==> config.mk <==
export PLATFORM = sky130hd
export DESIGN_NAME = led_matrix_pixel_writer_top_flat
export DESIGN_NICKNAME = d
export VERILOG_FILES = /design/src/sv/lmpw_pkg.sv /design/src/sv/lmpw_in_if.sv /design/src/sv/lmpw_out_if.sv /design/src/sv/led_matrix_pixel_writer_top.sv /design/src/flat_wrapper.sv
export SDC_FILE = /design/constraint.sdc
export NUM_CORES = 1
export LEC_CHECK = 0
export ABC_AREA = 1
export BUFFER_PORTS_ARGS = -buffer_cell sky130_fd_sc_hd__buf_2
export CORE_ASPECT_RATIO = 0.8
export CORE_MARGIN = 2
export CORE_UTILIZATION = 39
export DETAILED_ROUTE_END_ITERATION = 16
export PLACE_DENSITY = 0.61
export SETUP_SLACK_MARGIN = 0.1
export SLEW_MARGIN = 15
export SYNTH_ARGS = -nofsm -noshare
export SYNTH_HDL_FRONTEND = slang
export SYNTH_SLANG_ARGS = --single-unit
==> constraint.sdc <==
create_clock -name i_clk -period 2.5 [get_ports i_clk]
set_input_delay 0.25 -clock i_clk [delete_from_list [all_inputs] [get_ports i_clk]]
set_output_delay 0.25 -clock i_clk [all_outputs]
set_load 0.02 [all_outputs]
==> src/sv/lmpw_pkg.sv <==
// Shared constants, codes and types for the LED matrix pixel writer.
package lmpw_pkg;

    // Number of 8x8 driver units on the chain (1 to 4).
    localparam int UNITS  = 4;
    localparam int LINES  = 8 * UNITS;
    localparam int LINE_W = $clog2(LINES);
    localparam int UNIT_W = (UNITS > 1) ? $clog2(UNITS) : 1;

    // Request codes.
    typedef enum logic [1:0] {
        ACT_LINE   = 2'd0,
        ACT_ON     = 2'd1,
        ACT_OFF    = 2'd2,
        ACT_TOGGLE = 2'd3
    } t_action;

    // Configuration register indexes.
    typedef enum logic [1:0] {
        CFG_ROTATION = 2'd0,
        CFG_SIDE     = 2'd1,
        CFG_REVERSE  = 2'd2,
        CFG_HOLD     = 2'd3
    } t_cfg_idx;

    // Driver register address of a padding word.
    localparam logic [3:0] REG_NOOP = 4'd0;

endpackage

==> src/sv/lmpw_in_if.sv <==
// Request channel of the LED matrix pixel writer.
interface lmpw_in_if;
    logic       valid;
    logic       ready;
    logic [1:0] action;
    logic [4:0] pos_x;
    logic [4:0] pos_y;
    logic [4:0] line_index;
    logic [7:0] line_bits;

    modport source (output valid, action, pos_x, pos_y, line_index, line_bits,
                    input ready);
    modport sink   (input valid, action, pos_x, pos_y, line_index, line_bits,
                    output ready);
endinterface

==> src/sv/lmpw_out_if.sv <==
// Chain word channel of the LED matrix pixel writer.
interface lmpw_out_if;
    logic       valid;
    logic       ready;
    logic [3:0] reg_addr;
    logic [7:0] reg_value;
    logic       load_mark;

    modport source (output valid, reg_addr, reg_value, load_mark, input ready);
    modport sink   (input valid, reg_addr, reg_value, load_mark, output ready);
endinterface

==> src/sv/led_matrix_pixel_writer_top.sv <==
// LED matrix pixel writer: line store, pixel mapping and chain word sequencer.
//
// Keeps a store of 8*UNITS native lines for a chain of 8x8 LED driver units
// and turns pixel on/off/toggle requests (by x and y) or direct line writes
// into chain words. A pixel is mapped to a line and a bit by the rotation,
// side-by-side and reverse-order registers. Out-of-range requests, and pixel
// requests that would not change the pixel, are dropped with no output. Each
// change produces UNITS words, farthest unit first: the addressed unit gets
// its digit register (1..8) and the line's new bits, every other unit a no-op
// word, and the last word (unit 0) has load_mark set. With hold_output set
// the store is still updated but no words are sent. The block takes one
// request at a time and drops ready until the transaction is fully done.
// A line write goes straight to the write state and then sends its chain
// words; a pixel request first reads and modifies the line. A range reject
// leaves the block idle, and a pixel already in that state is dropped in the
// modify step. The order is set by the single-port line store (read,
// modify, write) and by the output sequencer, which sends one word per cycle
// while the sink is ready. After reset the store reads as all zero through
// per-line valid bits; no clearing pass is needed.
// Configuration writes are expected only while the block is idle.
module led_matrix_pixel_writer_top
    import lmpw_pkg::*;
(
    input  logic             i_clk,
    input  logic             i_rst_n,
    lmpw_in_if.sink          i_in,
    lmpw_out_if.source       o_out,
    input  logic             i_cfg_we,
    input  logic [1:0]       i_cfg_idx,
    input  logic [1:0]       i_cfg_data
);

    typedef enum logic [2:0] {
        S_IDLE,
        S_READ,
        S_MOD,
        S_WRITE,
        S_EMIT
    } t_state;

    localparam logic [7:0] LINES8 = 8'(LINES);
    localparam logic [7:0] UTOP8  = 8'(UNITS - 1);
    localparam logic       MULTI  = (UNITS > 1);

    // Configuration registers.
    logic [1:0] r_rotation;
    logic       r_side;
    logic       r_reverse;
    logic       r_hold;

    // Sequencer state and working registers.
    t_state            r_state;
    logic [LINE_W-1:0] r_line;
    logic [2:0]        r_bit;
    t_action           r_action;
    logic [7:0]        r_new;
    logic [UNIT_W-1:0] r_unit;
    logic [LINES-1:0]  r_valid;
    logic              r_rd_vld;
    logic              r_out_valid;
    logic [3:0]        r_out_addr;
    logic [7:0]        r_out_value;
    logic              r_out_mark;

    // Line store.
    logic [7:0] r_mem [LINES];
    logic [7:0] r_rd_mem;

    // ------------------------------------------------------------------
    // Pixel to line/bit mapping (evaluated on the request at the port).
    // ------------------------------------------------------------------
    logic       sbs, horiz, rot0, rot1, rot3, rev;
    logic [4:0] bq, p, q;
    logic [2:0] map_bit, map_lo;
    logic [7:0] wide, narrow, xmax, ymax, top, map_line;
    logic       pix_ok, line_ok;

    always_comb begin
        sbs   = r_side & MULTI;
        horiz = ~r_rotation[0];
        rot0  = (r_rotation == 2'd0);
        rot1  = (r_rotation == 2'd1);
        rot3  = (r_rotation == 2'd3);
        bq    = horiz ? i_in.pos_x : i_in.pos_y;
        map_bit = (rot0 | rot3) ? ~bq[2:0] : bq[2:0];
        if (sbs) begin
            rev = ((rot0 | rot1) == ~r_reverse);
            p   = horiz ? i_in.pos_y : i_in.pos_x;
            q   = p;
        end else begin
            rev = ~((rot0 | rot3) == ~r_reverse);
            p   = horiz ? i_in.pos_x : i_in.pos_y;
            q   = horiz ? i_in.pos_y : i_in.pos_x;
        end
        top = rev ? ((UTOP8 - 8'(p[4:3])) << 3) : {3'b000, p[4:3], 3'b000};
        map_lo   = (rot0 | rot1) ? q[2:0] : ~q[2:0];
        map_line = top + 8'(map_lo);
        wide   = sbs ? 8'd8 : LINES8;
        narrow = sbs ? LINES8 : 8'd8;
        xmax   = r_rotation[0] ? narrow : wide;
        ymax   = r_rotation[0] ? wide : narrow;
        pix_ok = (8'(i_in.pos_x) < xmax) && (8'(i_in.pos_y) < ymax)
                 && (map_line < LINES8);
        line_ok = (8'(i_in.line_index) < LINES8);
    end

    // ------------------------------------------------------------------
    // Read-modify decision on the registered store data.
    // ------------------------------------------------------------------
    logic [7:0] cur_line, bit_mask;
    logic       cur_bit, want_bit;

    always_comb begin
        cur_line = r_rd_vld ? r_rd_mem : 8'd0;
        bit_mask = 8'd1 << r_bit;
        cur_bit  = |(cur_line & bit_mask);
        unique case (r_action)
            ACT_ON:  want_bit = 1'b1;
            ACT_OFF: want_bit = 1'b0;
            default: want_bit = ~cur_bit;
        endcase
    end

    // Chain word for a given unit; shared by every emit step.
    function automatic logic [12:0] chain_word(input logic [UNIT_W-1:0] unit,
                                               input logic [LINE_W-1:0] line,
                                               input logic [7:0] bits);
        logic hit;
        hit = ((8'(line) >> 3) == 8'(unit));
        chain_word = {hit ? (4'd1 + 4'(line[2:0])) : REG_NOOP,
                      hit ? bits : 8'd0,
                      (unit == '0)};
    endfunction

    logic [UNIT_W-1:0] n_unit;
    logic [12:0]       n_word;

    always_comb begin
        n_unit = (r_state == S_WRITE) ? UNIT_W'(UNITS - 1) : r_unit - UNIT_W'(1);
        n_word = chain_word(n_unit, r_line, r_new);
    end

    // ------------------------------------------------------------------
    // Line store memory.
    // ------------------------------------------------------------------
    always_ff @(posedge i_clk) begin
        if (r_state == S_WRITE) begin
            r_mem[r_line] <= r_new;
        end
        r_rd_mem <= r_mem[r_line];
    end

    // ------------------------------------------------------------------
    // Sequencer.
    // ------------------------------------------------------------------
    always_ff @(posedge i_clk) begin
        if (!i_rst_n) begin
            r_state     <= S_IDLE;
            r_rotation  <= 2'd0;
            r_side      <= 1'b0;
            r_reverse   <= 1'b0;
            r_hold      <= 1'b0;
            r_valid     <= '0;
            r_rd_vld    <= 1'b0;
            r_out_valid <= 1'b0;
            r_unit      <= '0;
        end else begin
            if (i_cfg_we) begin
                unique case (t_cfg_idx'(i_cfg_idx))
                    CFG_ROTATION: r_rotation <= i_cfg_data;
                    CFG_SIDE:     r_side     <= i_cfg_data[0];
                    CFG_REVERSE:  r_reverse  <= i_cfg_data[0];
                    CFG_HOLD:     r_hold     <= i_cfg_data[0];
                endcase
            end
            r_rd_vld <= r_valid[r_line];

            unique case (r_state)
                S_IDLE: begin
                    if (i_in.valid) begin
                        r_action <= t_action'(i_in.action);
                        r_new    <= i_in.line_bits;
                        if (t_action'(i_in.action) == ACT_LINE) begin
                            r_line <= LINE_W'(i_in.line_index);
                            if (line_ok) begin
                                r_state <= S_WRITE;
                            end
                        end else begin
                            r_line <= LINE_W'(map_line);
                            r_bit  <= map_bit;
                            if (pix_ok) begin
                                r_state <= S_READ;
                            end
                        end
                    end
                end
                S_READ: begin
                    r_state <= S_MOD;
                end
                S_MOD: begin
                    r_new <= cur_line ^ bit_mask;
                    r_state <= (cur_bit == want_bit) ? S_IDLE : S_WRITE;
                end
                S_WRITE: begin
                    r_valid[r_line] <= 1'b1;
                    if (r_hold) begin
                        r_state <= S_IDLE;
                    end else begin
                        r_unit      <= n_unit;
                        {r_out_addr, r_out_value, r_out_mark} <= n_word;
                        r_out_valid <= 1'b1;
                        r_state     <= S_EMIT;
                    end
                end
                S_EMIT: begin
                    if (o_out.ready) begin
                        if (r_unit == '0) begin
                            r_out_valid <= 1'b0;
                            r_state     <= S_IDLE;
                        end else begin
                            r_unit <= n_unit;
                            {r_out_addr, r_out_value, r_out_mark} <= n_word;
                        end
                    end
                end
                default: r_state <= S_IDLE;
            endcase
        end
    end

    assign i_in.ready      = (r_state == S_IDLE);
    assign o_out.valid     = r_out_valid;
    assign o_out.reg_addr  = r_out_addr;
    assign o_out.reg_value = r_out_value;
    assign o_out.load_mark = r_out_mark;

`ifndef SYNTHESIS
    // Output words appear only while the sequencer is emitting.
    a_out_in_emit: assert property (@(posedge i_clk) disable iff (!i_rst_n)
        o_out.valid |-> (r_state == S_EMIT))
        else $error("chain word outside emit phase");

    // Requests and chain words never overlap.
    a_no_overlap: assert property (@(posedge i_clk) disable iff (!i_rst_n)
        i_in.ready |-> !o_out.valid)
        else $error("ready while chain words pending");

    // A taken load mark ends the transaction.
    a_mark_ends: assert property (@(posedge i_clk) disable iff (!i_rst_n)
        (o_out.valid && o_out.ready && o_out.load_mark) |=> !o_out.valid)
        else $error("words continue after load mark");

    // An accepted in-range request drops ready right after it is taken.
    a_busy_after_accept: assert property (@(posedge i_clk) disable iff (!i_rst_n)
        (i_in.valid && i_in.ready && (r_state == S_IDLE)
         && ((i_in.action == ACT_LINE && line_ok) || (i_in.action != ACT_LINE && pix_ok)))
        |=> !i_in.ready)
        else $error("ready right after taking a request");
`endif

endmodule
==> src/flat_wrapper.sv <==
// flat-port wrapper written by rule: the top's interface ports become plain ports
module led_matrix_pixel_writer_top_flat import lmpw_pkg::*;
  (i_clk, i_rst_n, i_cfg_we, i_cfg_idx, i_cfg_data, i_in_valid, i_in_action, i_in_pos_x, i_in_pos_y, i_in_line_index, i_in_line_bits, i_in_ready, o_out_valid, o_out_reg_addr, o_out_reg_value, o_out_load_mark, o_out_ready);
  lmpw_in_if i_in_i ();
  lmpw_out_if o_out_i ();
  input  logic i_clk;
  input  logic i_rst_n;
  input  logic i_cfg_we;
  input  logic [1:0] i_cfg_idx;
  input  logic [1:0] i_cfg_data;
  input wire logic [$bits(i_in_i.valid)-1:0] i_in_valid;
  input wire logic [$bits(i_in_i.action)-1:0] i_in_action;
  input wire logic [$bits(i_in_i.pos_x)-1:0] i_in_pos_x;
  input wire logic [$bits(i_in_i.pos_y)-1:0] i_in_pos_y;
  input wire logic [$bits(i_in_i.line_index)-1:0] i_in_line_index;
  input wire logic [$bits(i_in_i.line_bits)-1:0] i_in_line_bits;
  output wire logic [$bits(i_in_i.ready)-1:0] i_in_ready;
  output wire logic [$bits(o_out_i.valid)-1:0] o_out_valid;
  output wire logic [$bits(o_out_i.reg_addr)-1:0] o_out_reg_addr;
  output wire logic [$bits(o_out_i.reg_value)-1:0] o_out_reg_value;
  output wire logic [$bits(o_out_i.load_mark)-1:0] o_out_load_mark;
  input wire logic [$bits(o_out_i.ready)-1:0] o_out_ready;
  assign i_in_i.valid = i_in_valid;
  assign i_in_i.action = i_in_action;
  assign i_in_i.pos_x = i_in_pos_x;
  assign i_in_i.pos_y = i_in_pos_y;
  assign i_in_i.line_index = i_in_line_index;
  assign i_in_i.line_bits = i_in_line_bits;
  assign i_in_ready = i_in_i.ready;
  assign o_out_valid = o_out_i.valid;
  assign o_out_reg_addr = o_out_i.reg_addr;
  assign o_out_reg_value = o_out_i.reg_value;
  assign o_out_load_mark = o_out_i.load_mark;
  assign o_out_i.ready = o_out_ready;
  led_matrix_pixel_writer_top u_core (.i_clk(i_clk), .i_rst_n(i_rst_n), .i_in(i_in_i), .o_out(o_out_i), .i_cfg_we(i_cfg_we), .i_cfg_idx(i_cfg_idx), .i_cfg_data(i_cfg_data));
endmodule
==> metrics.cfg <==
[logic_synthesis]
synth_simple_gate_area_frac = 0.161
synth_common_cells = 287 x edfxtp_1, 279 x nor2_1, 242 x nand2_1
synthAdderAreaFrac = 0.0143
synth_area_leaders = edfxtp_1 61%, nor2_1 7.5%, dfxtp_1 7.4%, nand2_1 6.5%, o21ai_0 5.3%
synth_top_area_frac = 0.614
syn_nets = 1340
netlist_instances = 1290
synth_seq_cells = 339
synth_most_common_cell = edfxtp_1
synthMuxAreaShare = 0
synth_ff_type = edfxtp_1
ys_seq_area_frac = 0.688
synth_compound_area_frac = 0.0885
async_reset_ff_frac = 0
synth_cell_types = 31
synth_area_leader_cell = edfxtp_1
syn_area_per_cell_sq_um = 10.9
synth_warnings = 0
synth_edf_count = 287
synth_xor_area_frac = 0.00499
syn_area_sq_um = 14000
synth_top_family_by_area = simple AND/OR/NAND/NOR gates

[critical_path]
endpoint_kind = register
worst-endpoint-required_ps = 2900
path_class = register to register
critPathMaxFanout = 53
reg2regPathDepth = 9
arrival_ps = 2500
rrSetupSlack_ps = 400
cp-start-kind = register

[job]
max_cap_violations = 0

[cts]
hold_buffers = 12
cts_inserted_buffers = 34
clk_latency_ps = 530
clock_sinks = 339
root_buffer = clkbuf_16
htree_num_levels = 2
clk_pin_slew_worst_paths_ps = 70
cts_setup_buffers = 0
cts_tree = built
cts_resized = 0
clockBufferDepth = 3

[cells_and_area]
area_delta_synth_final_pct = 16.6
fillers = 3322
fin_nets = 1447
diodes = 0
regArea_sq_um = 9660
drive_gt1_frac = 0.129
multi_input_area_sq_um = 3780

[floorplan]
rows = 62
die_h_microns = 174
start_util = 0.394
fp.dieW_microns = 216
die_area_sq_um = 37600
ios = 49
core_sq_um = 35700

[outcome]
status = complete, no violations

[timing]
post-route-period-util = 0.840
clock-skew-final_ps = 15.0
hold_viol_final = 0
max_slew_margin = 0.556
drv_slew = 0
min_period_ps = 2100
timing.hold.ws_ps = 12.4
rsz0062_at_grt = no
setup_viol = 0
worstMarginPinSlew_ps = 664
fmax_ghz = 0.476
final.setup.tns_ps = 0

[drt]
drtPass1Iterations = 6
drc = 0
routed_via_density = 5.15
drtAntennaViolNets = 0
post_drt_wl_per_cell_microns = 18.9
dr_wl_met3_microns = 2620
wl_met2_microns = 15800
routed.top_layer = met4
m1WireLength_microns = 17100
drt_iter0_drc = 1116
totalWireLength_microns = 35900
vias = 9800

[placed_design]
place.gp.congestion = 0.805
dp_hpwl_microns = 22100
io_buffers = 48

[power_and_ir_drop]
ir_drop_uv = 601
p_per_area_nw_per_um2 = 770
p_leak_nw = 6.09

[worst_hold_path]
hold_class = input pin to register
min_path_cells = 3

[global_route]
grt_max_degree = 91
grt.total_usage = 0.192
grt_pass1_vias = 9456
grt_pass1_wl_microns = 55400
gr-total-overflow = 0
antenna_found_initial = 0

kinds of logic (layout without fill, tap and decap cells):
| logic type | after synthesis | count (layout) |
|---|---|---|
| DFF | 339 | 339 |
| AOI/OAI and AO/OA | 232 | 232 |
| adders and majority gates | 16 | 16 |
| and+or+nand+nor | 562 | 562 |
| xor gates and xnor gates | 8 | 8 |
| buffers and inverters | 133 | 266 |
critical path, cell delays in order (launching register included):
cell,delay [ps]
edfxtp_1,550
inv_4,150
buf_4,440
nand2_1,100
nand3_1,110
nand2_1,70
nand2_1,120
nand2_1,90
nor2_1,210
a21oi_1,100
final cells by class:
class	instances	share of cell area
clock buffers	50	0.0607
clock inverters	12	0.00978
inverters	77	0.0183
multi-input cells	818	0.231
flip-flops and latches	339	0.590
well taps	480	0.0367
repair buffers	127	0.0542
path summary, 6_finish.rpt:
check / from / end
max: u_core.r_line[0] / u_core.r_rd_vld
min: i_in_line_index[4] / u_core.r_line[4]
max reg2reg: u_core.r_line[0] / u_core.r_rd_vld
min reg2reg: u_core.r_valid[29] / u_core.r_valid[29]
flip-flops by register name (all words and copies together), names as in the netlist, 2 cells and up:
signal / flops
u_core.r_rotation: 2
u_core.r_line: 5
u_core.r_mem: 256
u_core.r_rd_mem: 8
u_core.r_unit: 2
u_core.r_new: 8
u_core.r_action: 2
u_core.r_state: 3
u_core.o_out.reg_value: 8
u_core.r_valid: 32
u_core.r_bit: 3
u_core.o_out.reg_addr: 4
layout by cell type, fill, tap and decap left out:
| master | n |
|---|---|
| edfxtp_1 | 287 |
| nor2_1 | 279 |
| nand2_1 | 242 |
| o21ai_0 | 148 |
| buf_4 | 65 |
| o22ai_1 | 64 |
| inv_1 | 63 |
| dfxtp_1 | 52 |
| buf_2 | 48 |
| clkbuf_16 | 37 |
| ha_1 | 16 |
| nand3_1 | 13 |
| nor3_1 | 12 |
| dlygate4sd3_1 | 12 |
| a21oi_1 | 11 |
| clkbuf_1 | 11 |
| inv_2 | 10 |
| nor3_4 | 8 |
| o21ai_1 | 8 |
| xor2_1 | 7 |
| clkinv_1 | 6 |
| bufinv_16 | 4 |
| nand4_1 | 3 |
| nand3b_1 | 2 |
| inv_4 | 2 |
| inv_6 | 2 |
| clkbuf_8 | 2 |
| buf_12 | 2 |
| or2_2 | 1 |
| nor2_2 | 1 |
| xnor2_1 | 1 |
| nor4_1 | 1 |
| a31oi_1 | 1 |
| clkinv_2 | 1 |
| clkinvlp_4 | 1 |
per-stage QoR:
| step | std cells | util | instance area (sq um) | total power (W) | setup WS [ps] |
|---|---|---|---|---|---|
| 2_1_floorplan | 1290 | - | 14000 | 0.00700 | 443 |
| 4_1_cts | 1903 | 0.459 | 16400 | 0.0127 | 440 |
| 6_report | 1903 | 0.459 | 16400 | 0.0126 | 401 |
| 3_3_place_gp | 1829 | 0.423 | 15100 | 0.00736 | 474 |
| 5_1_grt | 1903 | 0.459 | 16400 | 0.0130 | 289 |
| 3_5_place_dp | 1829 | 0.423 | 15100 | 0.00737 | 462 |
routing by layer:
layer | global-route usage | vias up
li1 | - | 4644
met1 | 0.291 | 4787
met2 | 0.287 | 324
met3 | 0.0351 | 45
met4 | 0.0411 | 0
met5 | 0 | -
where the power goes:
| group | switching [W] | internal, W |
|---|---|---|
| registers | 0.0000568 | 0.00622 |
| logic | 0.000702 | 0.000287 |
| clock network | 0.00216 | 0.00318 |
| total | 0.00292 | 0.00969 |
No activity file was read; power rests on OpenSTA's default activity.
